$ cat src/rtl/pbr_pkg.sv
// Package for the polyline Bresenham rasterizer.
// Holds the coordinate widths and the request and result struct types.
// No dependencies.
package pbr_pkg;

  // Coordinate bits that take part in the walk; upper field bits are ignored.
  localparam int COORD_BITS = 6;
  // Fixed width of the coordinate fields on the ports.
  localparam int FIELD_W = 6;
  // Error term width: holds twice the largest delta with sign and margin.
  localparam int ERR_W = COORD_BITS + 3;

  typedef logic [COORD_BITS-1:0] coord_t;
  typedef logic signed [ERR_W-1:0] err_t;

  typedef struct packed {
    logic [FIELD_W-1:0] waypoint_x;
    logic [FIELD_W-1:0] waypoint_y;
    logic               path_end;
  } pbr_in_t;

  typedef struct packed {
    logic [FIELD_W-1:0] point_x;
    logic [FIELD_W-1:0] point_y;
    logic               run_last;
    logic               path_last;
  } pbr_out_t;

  // Fixed description of one segment, set up when the request is taken.
  typedef struct packed {
    coord_t dx;
    coord_t dy;
    logic   x_neg;
    logic   y_neg;
  } pbr_seg_t;

endpackage

$ cat src/rtl/pbr_step.sv
// Shared Bresenham step unit: advances the cursor and error term by one point.
// Depends on pbr_pkg.
module pbr_step
  import pbr_pkg::*;
(
  input  pbr_seg_t seg_i,
  input  coord_t   x_i,
  input  coord_t   y_i,
  input  err_t     err_i,
  output coord_t   x_o,
  output coord_t   y_o,
  output err_t     err_o
);

  err_t dx_s;
  err_t dy_s;
  err_t e2;
  logic step_x;
  logic step_y;
  err_t err_x;

  assign dx_s = $signed(ERR_W'(seg_i.dx));
  assign dy_s = $signed(ERR_W'(seg_i.dy));
  assign e2   = err_i <<< 1;

  // Both decisions look at the error term from before this step.
  assign step_x = e2 > -dy_s;
  assign step_y = e2 < dx_s;

  assign err_x = step_x ? err_i - dy_s : err_i;
  assign err_o = step_y ? err_x + dx_s : err_x;

  assign x_o = !step_x ? x_i : (seg_i.x_neg ? x_i - coord_t'(1) : x_i + coord_t'(1));
  assign y_o = !step_y ? y_i : (seg_i.y_neg ? y_i - coord_t'(1) : y_i + coord_t'(1));

endmodule

$ cat src/rtl/pbr_out_reg.sv
// Output holding register for result points, with valid and stall.
// Depends on pbr_pkg.
module pbr_out_reg
  import pbr_pkg::*;
(
  input  logic     clk_i,
  input  logic     rst_ni,
  input  logic     push_valid_i,
  input  pbr_out_t push_data_i,
  output logic     push_ready_o,
  output logic     out_valid_o,
  input  logic     out_stall_i,
  output pbr_out_t out_data_o
);

  logic     valid_q;
  logic     valid_d;
  pbr_out_t data_q;

  // The slot takes a new point when empty or when its point leaves now.
  assign push_ready_o = !valid_q || !out_stall_i;
  assign valid_d      = push_ready_o ? push_valid_i : valid_q;

  always_ff @(posedge clk_i or negedge rst_ni) begin
    if (!rst_ni) begin
      valid_q <= 1'b0;
    end else begin
      valid_q <= valid_d;
    end
  end

  always_ff @(posedge clk_i) begin
    if (push_ready_o && push_valid_i) begin
      data_q <= push_data_i;
    end
  end

  assign out_valid_o = valid_q;
  assign out_data_o  = data_q;

endmodule

$ cat src/rtl/polyline_bresenham_rasterizer.sv
// Polyline Bresenham rasterizer: one grid point per cycle from a shared step unit,
// unless the output stalls. A request continuing a path walks its max(|dx|,|dy|) segment
// points, sends the final point if it ends the path and goes back to idle; a new request
// is taken only in idle. Each point passes the output register before it appears.
// Reset clears the stored vertex to (0,0) and starts a new path.
// Depends on pbr_pkg, pbr_step and pbr_out_reg.
module polyline_bresenham_rasterizer
  import pbr_pkg::*;
(
  input  logic     clk_i,
  input  logic     rst_ni,
  input  logic     in_valid_i,
  output logic     in_stall_o,
  input  pbr_in_t  in_data_i,
  output logic     out_valid_o,
  input  logic     out_stall_i,
  output pbr_out_t out_data_o
);

  localparam logic [1:0] ST_IDLE  = 2'd0;
  localparam logic [1:0] ST_RUN   = 2'd1;
  localparam logic [1:0] ST_FINAL = 2'd2;

  logic [1:0] state_q, state_d;
  coord_t     prev_x_q, prev_x_d, prev_y_q, prev_y_d;
  logic       have_prev_q, have_prev_d;
  coord_t     cur_x_q, cur_x_d, cur_y_q, cur_y_d;
  coord_t     tgt_x_q, tgt_x_d, tgt_y_q, tgt_y_d;
  logic       end_q, end_d;
  err_t       err_q, err_d;
  pbr_seg_t   seg_q, seg_d;

  logic     accept;
  coord_t   new_x, new_y;
  coord_t   next_x, next_y;
  err_t     next_err;
  logic     at_tgt;
  logic     push_valid;
  logic     push_ready;
  pbr_out_t push_data;

  assign in_stall_o = state_q != ST_IDLE;
  assign accept     = in_valid_i && !in_stall_o;
  assign new_x      = in_data_i.waypoint_x[COORD_BITS-1:0];
  assign new_y      = in_data_i.waypoint_y[COORD_BITS-1:0];

  pbr_step u_step (
    .seg_i (seg_q),
    .x_i   (cur_x_q),
    .y_i   (cur_y_q),
    .err_i (err_q),
    .x_o   (next_x),
    .y_o   (next_y),
    .err_o (next_err)
  );

  assign at_tgt = (next_x == tgt_x_q) && (next_y == tgt_y_q);

  always_comb begin
    state_d     = state_q;
    prev_x_d    = prev_x_q;
    prev_y_d    = prev_y_q;
    have_prev_d = have_prev_q;
    cur_x_d     = cur_x_q;
    cur_y_d     = cur_y_q;
    tgt_x_d     = tgt_x_q;
    tgt_y_d     = tgt_y_q;
    end_d       = end_q;
    err_d       = err_q;
    seg_d       = seg_q;
    push_valid  = 1'b0;
    push_data   = '0;

    unique case (state_q)
      ST_IDLE: begin
        if (accept) begin
          cur_x_d     = prev_x_q;
          cur_y_d     = prev_y_q;
          tgt_x_d     = new_x;
          tgt_y_d     = new_y;
          end_d       = in_data_i.path_end;
          prev_x_d    = new_x;
          prev_y_d    = new_y;
          have_prev_d = !in_data_i.path_end;
          seg_d.dx    = (new_x > prev_x_q) ? new_x - prev_x_q : prev_x_q - new_x;
          seg_d.dy    = (new_y > prev_y_q) ? new_y - prev_y_q : prev_y_q - new_y;
          seg_d.x_neg = !(prev_x_q < new_x);
          seg_d.y_neg = !(prev_y_q < new_y);
          err_d       = $signed(ERR_W'(seg_d.dx)) - $signed(ERR_W'(seg_d.dy));
          if (have_prev_q && ((prev_x_q != new_x) || (prev_y_q != new_y))) begin
            state_d = ST_RUN;
          end else if (in_data_i.path_end) begin
            state_d = ST_FINAL;
          end
        end
      end
      ST_RUN: begin
        push_valid          = 1'b1;
        push_data.point_x   = FIELD_W'(cur_x_q);
        push_data.point_y   = FIELD_W'(cur_y_q);
        // Without a path end the point before the target closes the request.
        push_data.run_last  = at_tgt && !end_q;
        push_data.path_last = 1'b0;
        if (push_ready) begin
          cur_x_d = next_x;
          cur_y_d = next_y;
          err_d   = next_err;
          if (at_tgt) begin
            state_d = end_q ? ST_FINAL : ST_IDLE;
          end
        end
      end
      ST_FINAL: begin
        push_valid          = 1'b1;
        push_data.point_x   = FIELD_W'(tgt_x_q);
        push_data.point_y   = FIELD_W'(tgt_y_q);
        push_data.run_last  = 1'b1;
        push_data.path_last = 1'b1;
        if (push_ready) begin
          state_d = ST_IDLE;
        end
      end
      default: begin
        state_d = ST_IDLE;
      end
    endcase
  end

  always_ff @(posedge clk_i or negedge rst_ni) begin
    if (!rst_ni) begin
      state_q     <= ST_IDLE;
      prev_x_q    <= '0;
      prev_y_q    <= '0;
      have_prev_q <= 1'b0;
    end else begin
      state_q     <= state_d;
      prev_x_q    <= prev_x_d;
      prev_y_q    <= prev_y_d;
      have_prev_q <= have_prev_d;
    end
  end

  always_ff @(posedge clk_i) begin
    cur_x_q <= cur_x_d;
    cur_y_q <= cur_y_d;
    tgt_x_q <= tgt_x_d;
    tgt_y_q <= tgt_y_d;
    end_q   <= end_d;
    err_q   <= err_d;
    seg_q   <= seg_d;
  end

  pbr_out_reg u_out_reg (
    .clk_i        (clk_i),
    .rst_ni       (rst_ni),
    .push_valid_i (push_valid),
    .push_data_i  (push_data),
    .push_ready_o (push_ready),
    .out_valid_o  (out_valid_o),
    .out_stall_i  (out_stall_i),
    .out_data_o   (out_data_o)
  );

  // While walking, the cursor has not yet reached the target.
  a_run_not_at_tgt: assert property (@(posedge clk_i) disable iff (!rst_ni)
    (state_q == ST_RUN) |-> ((cur_x_q != tgt_x_q) || (cur_y_q != tgt_y_q)))
    else $error("walk running with cursor on target");

  // The final point is only sent for a request that ends the path.
  a_final_needs_end: assert property (@(posedge clk_i) disable iff (!rst_ni)
    (state_q == ST_FINAL) |-> end_q)
    else $error("final point without path end");

  // Twice the error term stays between -3*dy and 3*dx during the walk.
  a_err_bounds: assert property (@(posedge clk_i) disable iff (!rst_ni)
    (state_q == ST_RUN) |->
      ((2 * int'(err_q) >= -3 * int'(seg_q.dy)) && (2 * int'(err_q) <= 3 * int'(seg_q.dx))))
    else $error("error term out of range");

  // A path end always closes its request.
  a_path_last_closes: assert property (@(posedge clk_i) disable iff (!rst_ni)
    (out_valid_o && out_data_o.path_last) |-> out_data_o.run_last)
    else $error("path end point without run end");

  // A path end leaves no previous vertex behind.
  a_end_clears_prev: assert property (@(posedge clk_i) disable iff (!rst_ni)
    (accept && in_data_i.path_end) |=> !have_prev_q)
    else $error("previous vertex kept after path end");

endmodule
$ cat config.mk
export PLATFORM = sky130hd
export DESIGN_NAME = polyline_bresenham_rasterizer
export DESIGN_NICKNAME = d
export VERILOG_FILES = /design/src/rtl/pbr_pkg.sv /design/src/rtl/pbr_step.sv /design/src/rtl/pbr_out_reg.sv /design/src/rtl/polyline_bresenham_rasterizer.sv
export SDC_FILE = /design/constraint.sdc
export NUM_CORES = 1
export LEC_CHECK = 0
export BUFFER_PORTS_ARGS = -buffer_cell sky130_fd_sc_hd__clkbuf_2
export CORE_MARGIN = 3
export CORE_UTILIZATION = 60
export CTS_CLUSTER_SIZE = 10
export DETAILED_ROUTE_END_ITERATION = 6
export GPL_ROUTABILITY_DRIVEN = 0
export HOLD_SLACK_MARGIN = 0.08
export PLACE_DENSITY = 0.88
export SLEW_MARGIN = 20
export SYNTH_ARGS = -nofsm -noshare
export SYNTH_HDL_FRONTEND = slang
export SYNTH_SLANG_ARGS = --single-unit
$ cat constraint.sdc
create_clock -name clk_i -period 6.31 [get_ports clk_i]
set_clock_uncertainty 0.05 [all_clocks]
set_input_delay 0.631 -clock clk_i [delete_from_list [all_inputs] [get_ports clk_i]]
set_output_delay 0.631 -clock clk_i [all_outputs]
set_load 0.05 [all_outputs]
# Word-level counts from Yosys, hierarchy flattened
# Index checks and enable logic that the tools add are counted.
dict set report word_totals {
  inputBits 17
  out_inout_bits 16
  register_bits 78
}
dict set report classes {
  n_mux 27
  n_eq_ne 11
  reduce_logical 21
  add_sub_neg 12
  n_lt_le_gt_ge 6
}
# operator count
set op_table {}
lappend op_table {{$mux 6} 10}
lappend op_table {{$mux 9} 4}
lappend op_table {{$pmux 14 s2} 1}
lappend op_table {{$pmux 6 s2} 2}
lappend op_table {{$sub 6x6->6} 4}
lappend op_table {{$pmux 9 s2} 1}
lappend op_table {{$mux 2} 7}
lappend op_table {{$add 6x1->6 const B} 2}
lappend op_table {{$eq 6x6->1} 2}
lappend op_table {{$gt 6x6->1} 2}
lappend op_table {{$lt 6x6->1} 2}
lappend op_table {{$ne 6x6->1} 2}
lappend op_table {{$sub 6x1->6 const B} 2}
lappend op_table {{$add 9x7->9} 1}
lappend op_table {{$gt 9x9->1} 1}
lappend op_table {{$lt 9x7->1} 1}
lappend op_table {{$neg 6->9} 1}
lappend op_table {{$sub 9x7->9} 1}
lappend op_table {{$logic_not 1->1} 7}
lappend op_table {{$sub 6x6->7} 1}
lappend op_table {{$pmux 2 s3} 1}
lappend op_table {{$logic_and 1x1->1} 5}
lappend op_table {{$reduce_and 5->1} 1}
lappend op_table {{$ne 2x1->1 const B} 2}
lappend op_table {{11 further kinds} 14}

# Depth between registers and ports, before layout
# Gate-level depths: netlist of the first run.
dict set report logic_depth {
  depth_word 8
  depth_mapped 21
}

# Hierarchy
# A second synthesis of the first run with hierarchy kept.
dict set report hier_totals {
  hier_cells 592
  hier_area_um2 5960.7
}
# module area_each_um2 cells_per_inst instances
set by_module_without_submodules {}
lappend by_module_without_submodules {polyline_bresenham_rasterizer 3968.8 371 1}
lappend by_module_without_submodules {pbr_step 1524.0 203 1}
lappend by_module_without_submodules {pbr_out_reg 467.9 18 1}

# Worst setup path before layout of the first run
# OpenSTA, ideal clock, no wires.
dict set report synth_timing {
  path_type {reg2reg}
  from {reg seg_q[3] (netlist bit)}
  to {reg err_q[7], data pin}
  setup_slack_ns 1.863
  setup_time_ns 0.257
  t_arrival_ns 4.141
  path_stages_with_launch 21
  synth_period_minus_slack_ns 4.447
  cell_sequence {edfxtp_1 -> inv_1 -> ha_1 -> nand3_1 -> xnor2_1 -> ha_1 -> and4b_1 -> nand3_2 -> a31oi_4 -> and2_4 -> buf_6 -> mux2_2 -> ha_1 -> a21o_1 -> a21oi_1 -> o21bai_1 -> a21o_1 -> a21oi_1 -> nor3_1 -> or3_1 -> a32o_1}
}
dict set report synth_via {
  elab_chain_cells 7
}
# element line_no
set synth_rtl {}
lappend synth_rtl {{start: declaration} polyline_bresenham_rasterizer.sv:31} ;# pbr_seg_t seg_q, seg_d;
lappend synth_rtl {{start signal: assignment} polyline_bresenham_rasterizer.sv:150} ;# seg_q <= seg_d;
lappend synth_rtl {{$neg 6->9} pbr_step.sv:27} ;# assign step_x = e2 > -dy_s;
lappend synth_rtl {{$gt 9x9->1} pbr_step.sv:27}
lappend synth_rtl {{$mux 9 (*)} pbr_step.sv:30} ;# assign err_x = step_x ? err_i - dy_s : err_i;
lappend synth_rtl {{$add 9x7->9} pbr_step.sv:31} ;# assign err_o = step_y ? err_x + dx_s : err_x;
lappend synth_rtl {{$mux 9 (*)} pbr_step.sv:31}
lappend synth_rtl {{$mux 9 (*)} polyline_bresenham_rasterizer.sv:104} ;# if (push_ready) begin
lappend synth_rtl {{$pmux 9 s2 (*)} polyline_bresenham_rasterizer.sv:74} ;# unique case (state_q)
lappend synth_rtl {{named net err_d[7]} polyline_bresenham_rasterizer.sv:30} ;# err_t err_q, err_d;
lappend synth_rtl {{end signal: assignment} polyline_bresenham_rasterizer.sv:149} ;# err_q <= err_d;
lappend synth_rtl {{end: declaration} polyline_bresenham_rasterizer.sv:30}
# The timed path passes the listed nets; every way through them passes the cells marked *. The select of a mux whose other input is x is not followed.
# A chain may end at the register's enable or synchronous reset.

# Final worst setup path of the first run
# Ends and elaborated chain as after synthesis.

==> metrics, run 1 <==
outcome=complete, no violations; Detailed Route Iter0 Violations=454; Max Cap Viol=0; Period Utilization, post-route=0.773; CP top delay family=compound AO/OA/AOI/OAI gates; Fill cells=738; largest net degree at the start of global routing=46; per-cell routed wire length=18.2 um; slowest CP cell=mux2_2; number of buffers created by CTS=9; endpoints failing setup=0; cts repair resizes=0; Max-slew headroom=0.438; Root Driver=clkbuf_8; Storage cell area=0.00223 mm^2; Worst Max-Slew Pin Slew=841 ps; register area share after synthesis=0.361; DIE HEIGHT=107 um; FF-to-FF End=err_q[7]$_DFFE_PP_; crit path buf inv count=1; CTS max path bufs=2; most common cell after layout, fill and taps aside=ha_1; Routed Antenna Nets=0; crit start category=flop; FF-to-FF Start=seg_q[3]$_DFFE_PP_; vias in the first global route=4797; Die X=107 um; # DRC=0; fmax=205 MHz; nets@finish=752; Synth area leaders=edfxtp_1, ha_1, dfrtp_1; drt pass-1 iters=5; initial antenna violation count=0; Area Overhead vs Synth=8.50%; Slew Viols, Final=0; Net Count, Synth=723; EDFF count, synth=61; distinct cell type count after synthesis=74; hold_ws=146 ps; CP Max Fanout=20; via count=4892; Critical Path RT=6370 ps; crit-path most repeated cell=ha_1; CTS tree=yes; Yosys top cell area share=0.296; commonest non-fill, non-tap cells in the layout=ha_1, inv_1, edfxtp_1, nand2_1, o21ai_0; Num Clock Sinks=77; I/O Pins=33; setup bufs post-CTS=0; clk_lat worst skew=370 ps; IO Port Bufs=32; total global routing track utilization=0.262; Hold Buf Count CTS=0; reg2reg setup slack=1430 ps; final hold viol count=0; syn_area_per_cell=9.81 um^2; total gr overflow=0; RSZ-0062 raised after global routing=false; #FFs+latches synth=77; Detailed Place HPWL=11.3 mm; Syn Inst Count=630; core area=0.00991 mm^2; min-delay worst type=in -> async; Main synth FF type=edfxtp_1; DIE AREA=0.0116 mm^2; pre-CTS WS=1470 ps; worst setup margin=1430 ps; FP Rows=36; ant diodes=0; Mapped Area=0.00618 mm^2; first-pass GRT wire length=23.5 mm; Reg2Reg Depth=19; CP endpoint kind=flop; Tmin final=4880 ps; H-tree Lvls=3; vias per std cell=6.14; critical path type=reg -> reg; async set-reset flop share out of synthesis=0.208; setup TNS=0 ps; slowest stage delay, CP=400 ps; warnings from Yosys=0; DRT Wirelength=14.5 mm; CP Data Arrival Time=4940 ps; layout cell share with drive strength beyond 1=0.108; area leader, netlist=edfxtp_1; crit path cell chain=inv_1, ha_1, nand3_1, xnor2_1, ha_1, and4b_1, nand3_2, a31oi_4, and2_4, mux2_2, ha_1, a21o_1, a21oi_1, o21bai_1, a21o_1, a21oi_1, nor3_1, or3_1, a32o_1; non-filler instance count after layout=797; multi-input logic area=0.00363 mm^2; dpl cells=781; clk slew on worst S/H paths=90 ps; Initial Utilization=0.624
==> Yosys cell counts (15+ instances only) <==
master / count
xnor2_1: 29
xor2_1: 15
o21ai_0: 38
a22oi_1: 15
a21o_1: 19
a21oi_1: 30
nor2_1: 29
nand2_1: 53
ha_1: 67
inv_1: 65
edfxtp_1: 61
nor2b_1: 27
dfrtp_1: 16
==> area by class of cell <==
| type | instances | area share |
|---|---|---|
| clock buffer | 11 | 0.0211 |
| clock inverter | 5 | 0.0160 |
| inverter | 67 | 0.0375 |
| multi-input combinational | 470 | 0.542 |
| sequential | 77 | 0.333 |
| tap | 133 | 0.0248 |
| timing repair buffer | 34 | 0.0261 |
==> stage by stage <==
stage / utilization / instance area (um^2)
finish: 0.677 / 6710
global route: 0.677 / 6710
CTS: 0.677 / 6700
detailed placement: 0.651 / 6450
global placement: 0.651 / 6450
floorplan: - / 6180
==> layer usage <==
layer	global-route usage	routed length (um)
met2	0.422	6840
met3	0.0510	1150
met5	0	0
met1	0.355	6150
met4	0.0920	395
==> worst max-delay path by stage <==
stage / start / endpoint / slack, ps / depth (start not counted)
detailed placement: seg_q[3]$_DFFE_PP_ / err_q[7]$_DFFE_PP_ / 1470 / 19
global placement: seg_q[3]$_DFFE_PP_ / err_q[7]$_DFFE_PP_ / 1650 / 19
global route: seg_q[3]$_DFFE_PP_ / err_q[7]$_DFFE_PP_ / 1170 / 19
finish: seg_q[3]$_DFFE_PP_ / err_q[7]$_DFFE_PP_ / 1430 / 19
CTS: seg_q[3]$_DFFE_PP_ / err_q[7]$_DFFE_PP_ / 1440 / 19
floorplan: seg_q[3]$_DFFE_PP_ / err_q[7]$_DFFE_PP_ / 1860 / 20
==> registers in the layout, summed over array words and instances (netlist names) <==
name / count
cur_x_q: 6
cur_y_q: 6
end_q: 1
err_q: 8
have_prev_q: 1
prev_x_q: 6
prev_y_q: 6
seg_q: 14
state_q: 2
tgt_x_q: 6
tgt_y_q: 6
u_out_reg.out_data_o: 14
u_out_reg.out_valid_o: 1
==> logic make-up (layout without fill, tap and decap cells) <==
family                   Yosys count  after routing  synth area share
adder cells (fa/ha/maj)           76             76             0.165
buffers and inverters             83            117            0.0516
multiplexers                      18             18            0.0308
AND/OR/NAND/NOR                  169            169             0.145
flip-flops                        77             77             0.361
AO/OA/AOI/OAI                    163            163             0.184
XOR/XNOR                          44             44            0.0623
Power of run 1 is not shown: default switching activity piles up to over one toggle a cycle in this logic, so the estimate is an artifact.
==> inputs of run 2 (changes only) <==
==> constraint.sdc (replaced) <==
create_clock -name clk_i -period 4.8 [get_ports clk_i]
set_clock_uncertainty 0.05 [all_clocks]
set_input_delay 0.48 -clock clk_i [delete_from_list [all_inputs] [get_ports clk_i]]
set_output_delay 0.48 -clock clk_i [all_outputs]
set_load 0.05 [all_outputs]
==> run 2 against run 1 <==
Net effect:
- wire length is 1.2% higher
- final area decreased by 0.26%
- die area unchanged
- critical path depth did not move
- first-iteration DRC count is 1.5% lower
- flip-flop and latch count did not move
- critical path type unchanged
- largest cell class unchanged
==> metrics, run 2 (synthesis gave the netlist of run 1 again) <==
Die X=107 um (unchanged); Tmin final=4620 ps (was 4880 ps); commonest non-fill, non-tap cells in the layout=ha_1, inv_1, edfxtp_1, nand2_1, o21ai_0 (unchanged); Reg2Reg Depth=19 (unchanged); via count=4936 (was 4892); endpoints failing setup=0 (unchanged); CP Data Arrival Time=4690 ps (was 4940 ps); met2 usage=0.424 (was 0.422); number of buffers created by CTS=9 (unchanged); vias per std cell=6.16 (was 6.14); RSZ-0062 raised after global routing=false (unchanged); vias in the first global route=4957 (was 4797); largest net degree at the start of global routing=47 (was 46); crit start category=flop (unchanged); Detailed Route Iter0 Violations=447 (was 454); GR Util met3=0.0564 (was 0.0510); GR Util met1=0.355 (about the same); Fill cells=742 (was 738); min-delay worst type=in -> reg (was in -> async); first-pass GRT wire length=24.0 mm (was 23.5 mm); critical path type=reg -> reg (unchanged); end of the critical path=err_q[7]$_DFFE_PP_ (unchanged); clk_lat worst skew=370 ps (about the same); Detailed Place HPWL=11.2 mm (was 11.3 mm); hold_ws=267 ps (was 146 ps); per-cell routed wire length=18.4 um (was 18.2 um); Hold Path Stages=1; ant diodes=0 (unchanged); FF-to-FF End=err_q[7]$_DFFE_PP_ (unchanged); CP endpoint kind=flop (unchanged); core area=0.00991 mm^2 (unchanged); H-tree Lvls=3 (unchanged); reg2reg setup slack=180 ps (was 1430 ps); CTS max path bufs=2 (unchanged); outcome=complete, no violations (unchanged); Storage cell area=0.00223 mm^2 (unchanged); Slew Viols, Final=0 (unchanged); Worst Max-Slew Pin Slew=901 ps (was 841 ps); grt peak-use layer=met2 (unchanged); setup TNS=0 ps (unchanged); layout cell share with drive strength beyond 1=0.121 (was 0.108); Num Clock Sinks=77 (unchanged); multi-input logic area=0.00365 mm^2 (was 0.00363 mm^2); I/O Pins=33 (unchanged); Max Cap Viol=0 (unchanged); CP startpoint=seg_q[2]$_DFFE_PP_ (was seg_q[3]$_DFFE_PP_); Area Overhead vs Synth=8.22% (was 8.50%); Max-slew headroom=0.398 (was 0.438); total global routing track utilization=0.267 (was 0.262); FP Rows=36 (unchanged); initial antenna violation count=1 (was 0); total gr overflow=0 (unchanged); drt pass-1 iters=5 (unchanged); Initial Utilization=0.624 (unchanged); Root Driver=clkbuf_8 (unchanged); DIE HEIGHT=107 um (unchanged); # DRC=0 (unchanged); FF-to-FF Start=seg_q[2]$_DFFE_PP_ (was seg_q[3]$_DFFE_PP_); final hold viol count=0 (unchanged); most common cell after layout, fill and taps aside=ha_1 (unchanged); DIE AREA=0.0116 mm^2 (unchanged); DRT Wirelength=14.7 mm (was 14.5 mm); fmax=217 MHz (was 205 MHz); Routed Antenna Nets=0 (unchanged); Critical Path RT=4880 ps (was 6370 ps); CP Max Fanout=6 (was 20); IO Port Bufs=32 (unchanged); clk slew on worst S/H paths=90 ps (about the same); nets@finish=756 (was 752); Period Utilization, post-route=0.962 (was 0.773); CTS tree=yes (unchanged)
run 2: worst min-delay path by stage:
stage,from,endpoint,slack [ps]
after CTS,in_data_i[6],tgt_y_q[5]$_DFFE_PP_,260
after global routing,in_data_i[6],tgt_y_q[5]$_DFFE_PP_,260
after floorplan,rst_ni,have_prev_q$_DFFE_PN0P_,130
after global placement,rst_ni,u_out_reg.out_valid_o$_DFFE_PN0N_,400
after detailed placement,rst_ni,u_out_reg.out_valid_o$_DFFE_PN0N_,410
final,in_data_i[6],tgt_y_q[5]$_DFFE_PP_,270
run 2: stage by stage:
step | instances | area (um^2) | util | setup WS [ps]
6_report | 801 | 6690 | 0.675 | 184
5_1_grt | 801 | 6690 | 0.675 | 15.3
4_1_cts | 799 | 6660 | 0.672 | 58.8
3_5_place_dp | 782 | 6460 | 0.652 | 19.0
3_3_place_gp | 782 | 6460 | 0.652 | 307
2_1_floorplan | 630 | 6180 | - | 353
run 2: layer usage:
| metal | share of wire | wire length [um] |
|---|---|---|
| met2 | 0.46 | 6820 |
| met3 | 0.074 | 1090 |
| met1 | 0.43 | 6350 |
| met5 | 0.0013 | 19 |
| met4 | 0.030 | 437 |
run 2: layout make-up:
cell class                 count  area share
tap                          133      0.0249
multi-input combinational    470       0.545
inverter                      67      0.0376
sequential                    77       0.334
clock inverter                 7     0.00879
clock buffer                   9      0.0185
timing repair buffer          38      0.0311
run 2: what timing repair did:
action	in CTS	in global routing
hold buffers	1	0
buffers inserted	0	2
pin swaps	0	3
resized for setup	1	4
hold endpoints to repair	16	0
endpoints found under the setup margin	1	1
run 2: worst max-delay path, stage by stage (launching register included):
cell      delay [ps]
edfxtp_1         440
inv_1            120
ha_2             220
nand3_1          100
xnor2_1          150
ha_1             310
and4b_1          250
nand3_2          130
a31oi_4          270
and2_4           200
mux2_2           370
ha_1             280
a21o_1           180
a21oi_2          150
o21bai_1          90
a21o_1           200
a21oi_1          140
nor3_1            60
or3_1            390
a32o_1           260
Power of run 2 is left out for the same reason.
==> inputs of run 3 (changes only) <==
==> constraint.sdc (replaced) <==
create_clock -name clk_i -period 4.8 [get_ports clk_i]
set_clock_uncertainty 0.05 [all_clocks]
set_input_delay 1.2 -clock clk_i [delete_from_list [all_inputs] [get_ports clk_i]]
set_output_delay 1.2 -clock clk_i [all_outputs]
set_load 0.05 [all_outputs]
==> run 3 against run 2 <==
Net effect:
- critical path depth is 1 lower
- flip-flop and latch count unchanged
- sequential share of layout area is 0.093 points lower
- count of clock-buffer cells in the layout is 1 higher
- core utilization up 0.19 points
- cell count rose by 0.75%
- first-iteration DRC count grew 31%
- final area rose by 0.28%
- critical path type unchanged
==> metrics, run 3 (synthesis gave the netlist of run 1 again) <==
Num Clock Sinks=77 (unchanged); Max-slew headroom=0.431 (was 0.398); GR Util met1=0.350 (was 0.355); CTS max path bufs=2 (unchanged); clk slew on worst S/H paths=90 ps (about the same); post-route cell area=0.00671 mm^2 (was 0.00669 mm^2); drt pass-1 iters=5 (unchanged); hold_ws=448 ps (was 267 ps); Detailed Route Iter0 Violations=584 (was 447); Slew Viols, Final=0 (unchanged); layout cell share with drive strength beyond 1=0.125 (was 0.121); core area=0.00991 mm^2 (unchanged); Worst Max-Slew Pin Slew=851 ps (was 901 ps); outcome=complete, no violations (unchanged); nets@finish=762 (was 756); # DRC=0 (unchanged); worst setup margin=140 ps (was 184 ps); first-pass GRT wire length=24.1 mm (was 24.0 mm); Critical Path RT=4860 ps (was 4880 ps); critical path type=reg -> reg (unchanged); most common cell after layout, fill and taps aside=ha_1 (unchanged); Fill cells=741 (was 742); GR Util met3=0.0396 (was 0.0564); CP endpoint kind=flop (unchanged); CTS tree=yes (unchanged); FP Rows=36 (unchanged); IO Port Bufs=32 (unchanged); final hold viol count=0 (unchanged); crit start category=flop (unchanged); number of buffers created by CTS=9 (unchanged); per-cell routed wire length=18.7 um (was 18.4 um); total gr overflow=0 (unchanged); DIE AREA=0.0116 mm^2 (unchanged); commonest non-fill, non-tap cells in the layout=ha_1, inv_1, edfxtp_1, nand2_1, o21ai_0 (unchanged); Detailed Place HPWL=11.8 mm (was 11.2 mm); Area Overhead vs Synth=8.52% (was 8.22%); Tmin final=4660 ps (was 4620 ps); endpoints failing setup=0 (unchanged); DIE HEIGHT=107 um (unchanged); DRT Wirelength=15.1 mm (was 14.7 mm); setup TNS=0 ps (unchanged); Routed Antenna Nets=0 (unchanged); Max Cap Viol=0 (unchanged); met2 usage=0.453 (was 0.424); H-tree Lvls=3 (unchanged); Root Driver=clkbuf_8 (unchanged); total global routing track utilization=0.267 (about the same); Hold Buf Count CTS=0 (was 1); largest net degree at the start of global routing=46 (was 47); initial antenna violation count=0 (was 1); Initial Utilization=0.624 (unchanged); pre-CTS WS=21.5 ps (was 19.0 ps); I/O Pins=33 (unchanged); CP Data Arrival Time=4720 ps (was 4690 ps); vias per std cell=6.23 (was 6.16); via count=5030 (was 4936); CP Max Fanout=3 (was 6); ant diodes=0 (unchanged); clk_lat worst skew=360 ps (was 370 ps); Die X=107 um (unchanged); vias in the first global route=4903 (was 4957); Period Utilization, post-route=0.971 (was 0.962); fmax=215 MHz (was 217 MHz); grt peak-use layer=met2 (unchanged); min-delay worst type=reg -> reg (was in -> reg); Placement Cell Area=0.00652 mm^2 (was 0.00646 mm^2)
==> run 3: changes by cell type in the layout (fill, tap and decap cells not counted) <==
cell           change
clkinv_4           -3
buf_4              +7
ha_1               +1
inv_2              -1
inv_8              -1
inv_1              +1
clkbuf_1           +1
clkinvlp_4         +1
o31ai_1            +1
o31ai_2            -1
clkinv_2           +2
dlygate4sd3_1      -1
ha_2               -1
==> run 3: worst max-delay path: stages (launching register included) <==
cell and delay, ps:
edfxtp_1 490, nor3_2 270, nand3_1 200, xnor2_1 180, ha_1 280, and3_1 220, nand3_2 140, a31oi_4 210
and2_4 170, mux2_2 370, ha_1 280, a21o_1 190, a21oi_2 170, o21bai_1 80, a21o_1 210, a21oi_1 160
nor3_1 70, or3_1 390, a32o_1 270
==> run 3: routing by layer <==
metal,vias up,part of all wire
li1,2345,-
met1,2372,0.41
met2,274,0.49
met3,39,0.081
met4,0,0.027
met5,-,0
==> run 3: path summary, 6_finish.rpt <==
path	startpoint	to	slack, ps	cells after the start
max in group asynchronous	rst_ni	prev_x_q[4]$_DFFE_PN0P_	3600	1
worst min-delay path	have_prev_q$_DFFE_PN0P_	have_prev_q$_DFFE_PN0P_	450	2
worst max register to register	seg_q[4]$_DFFE_PP_	err_q[7]$_DFFE_PP_	140	18
worst min register to register	have_prev_q$_DFFE_PN0P_	have_prev_q$_DFFE_PN0P_	450	2
worst max-delay path	seg_q[4]$_DFFE_PP_	err_q[7]$_DFFE_PP_	140	18
min in group asynchronous	rst_ni	u_out_reg.out_valid_o$_DFFE_PN0N_	740	1
==> run 3: what timing repair did <==
item / in CTS / in global routing
endpoints found under the setup margin: 0 / 2
endpoints found under the hold margin: 0 / 0
gates resized for setup: 0 / 2
setup buffers: 0 / 2
==> run 3: layout make-up <==
| class | count | area [um^2] | share of cell area |
|---|---|---|---|
| Multi-Input combinational cell | 470 | 3640 | 0.543 |
| Sequential cell | 77 | 2230 | 0.333 |
| Inverter | 67 | 251 | 0.0375 |
| Timing Repair Buffer | 44 | 250 | 0.0373 |
| Tap cell | 133 | 166 | 0.0248 |
| Clock buffer | 10 | 128 | 0.0190 |
| Clock inverter | 6 | 38.8 | 0.00578 |
==> run 3: metrics by stage <==
step,instances,util
after floorplan,630,-
after global routing,807,0.677
final,807,0.677
after CTS,805,0.674
after detailed placement,789,0.657
after global placement,789,0.657
Power of run 3 is left out for the same reason.
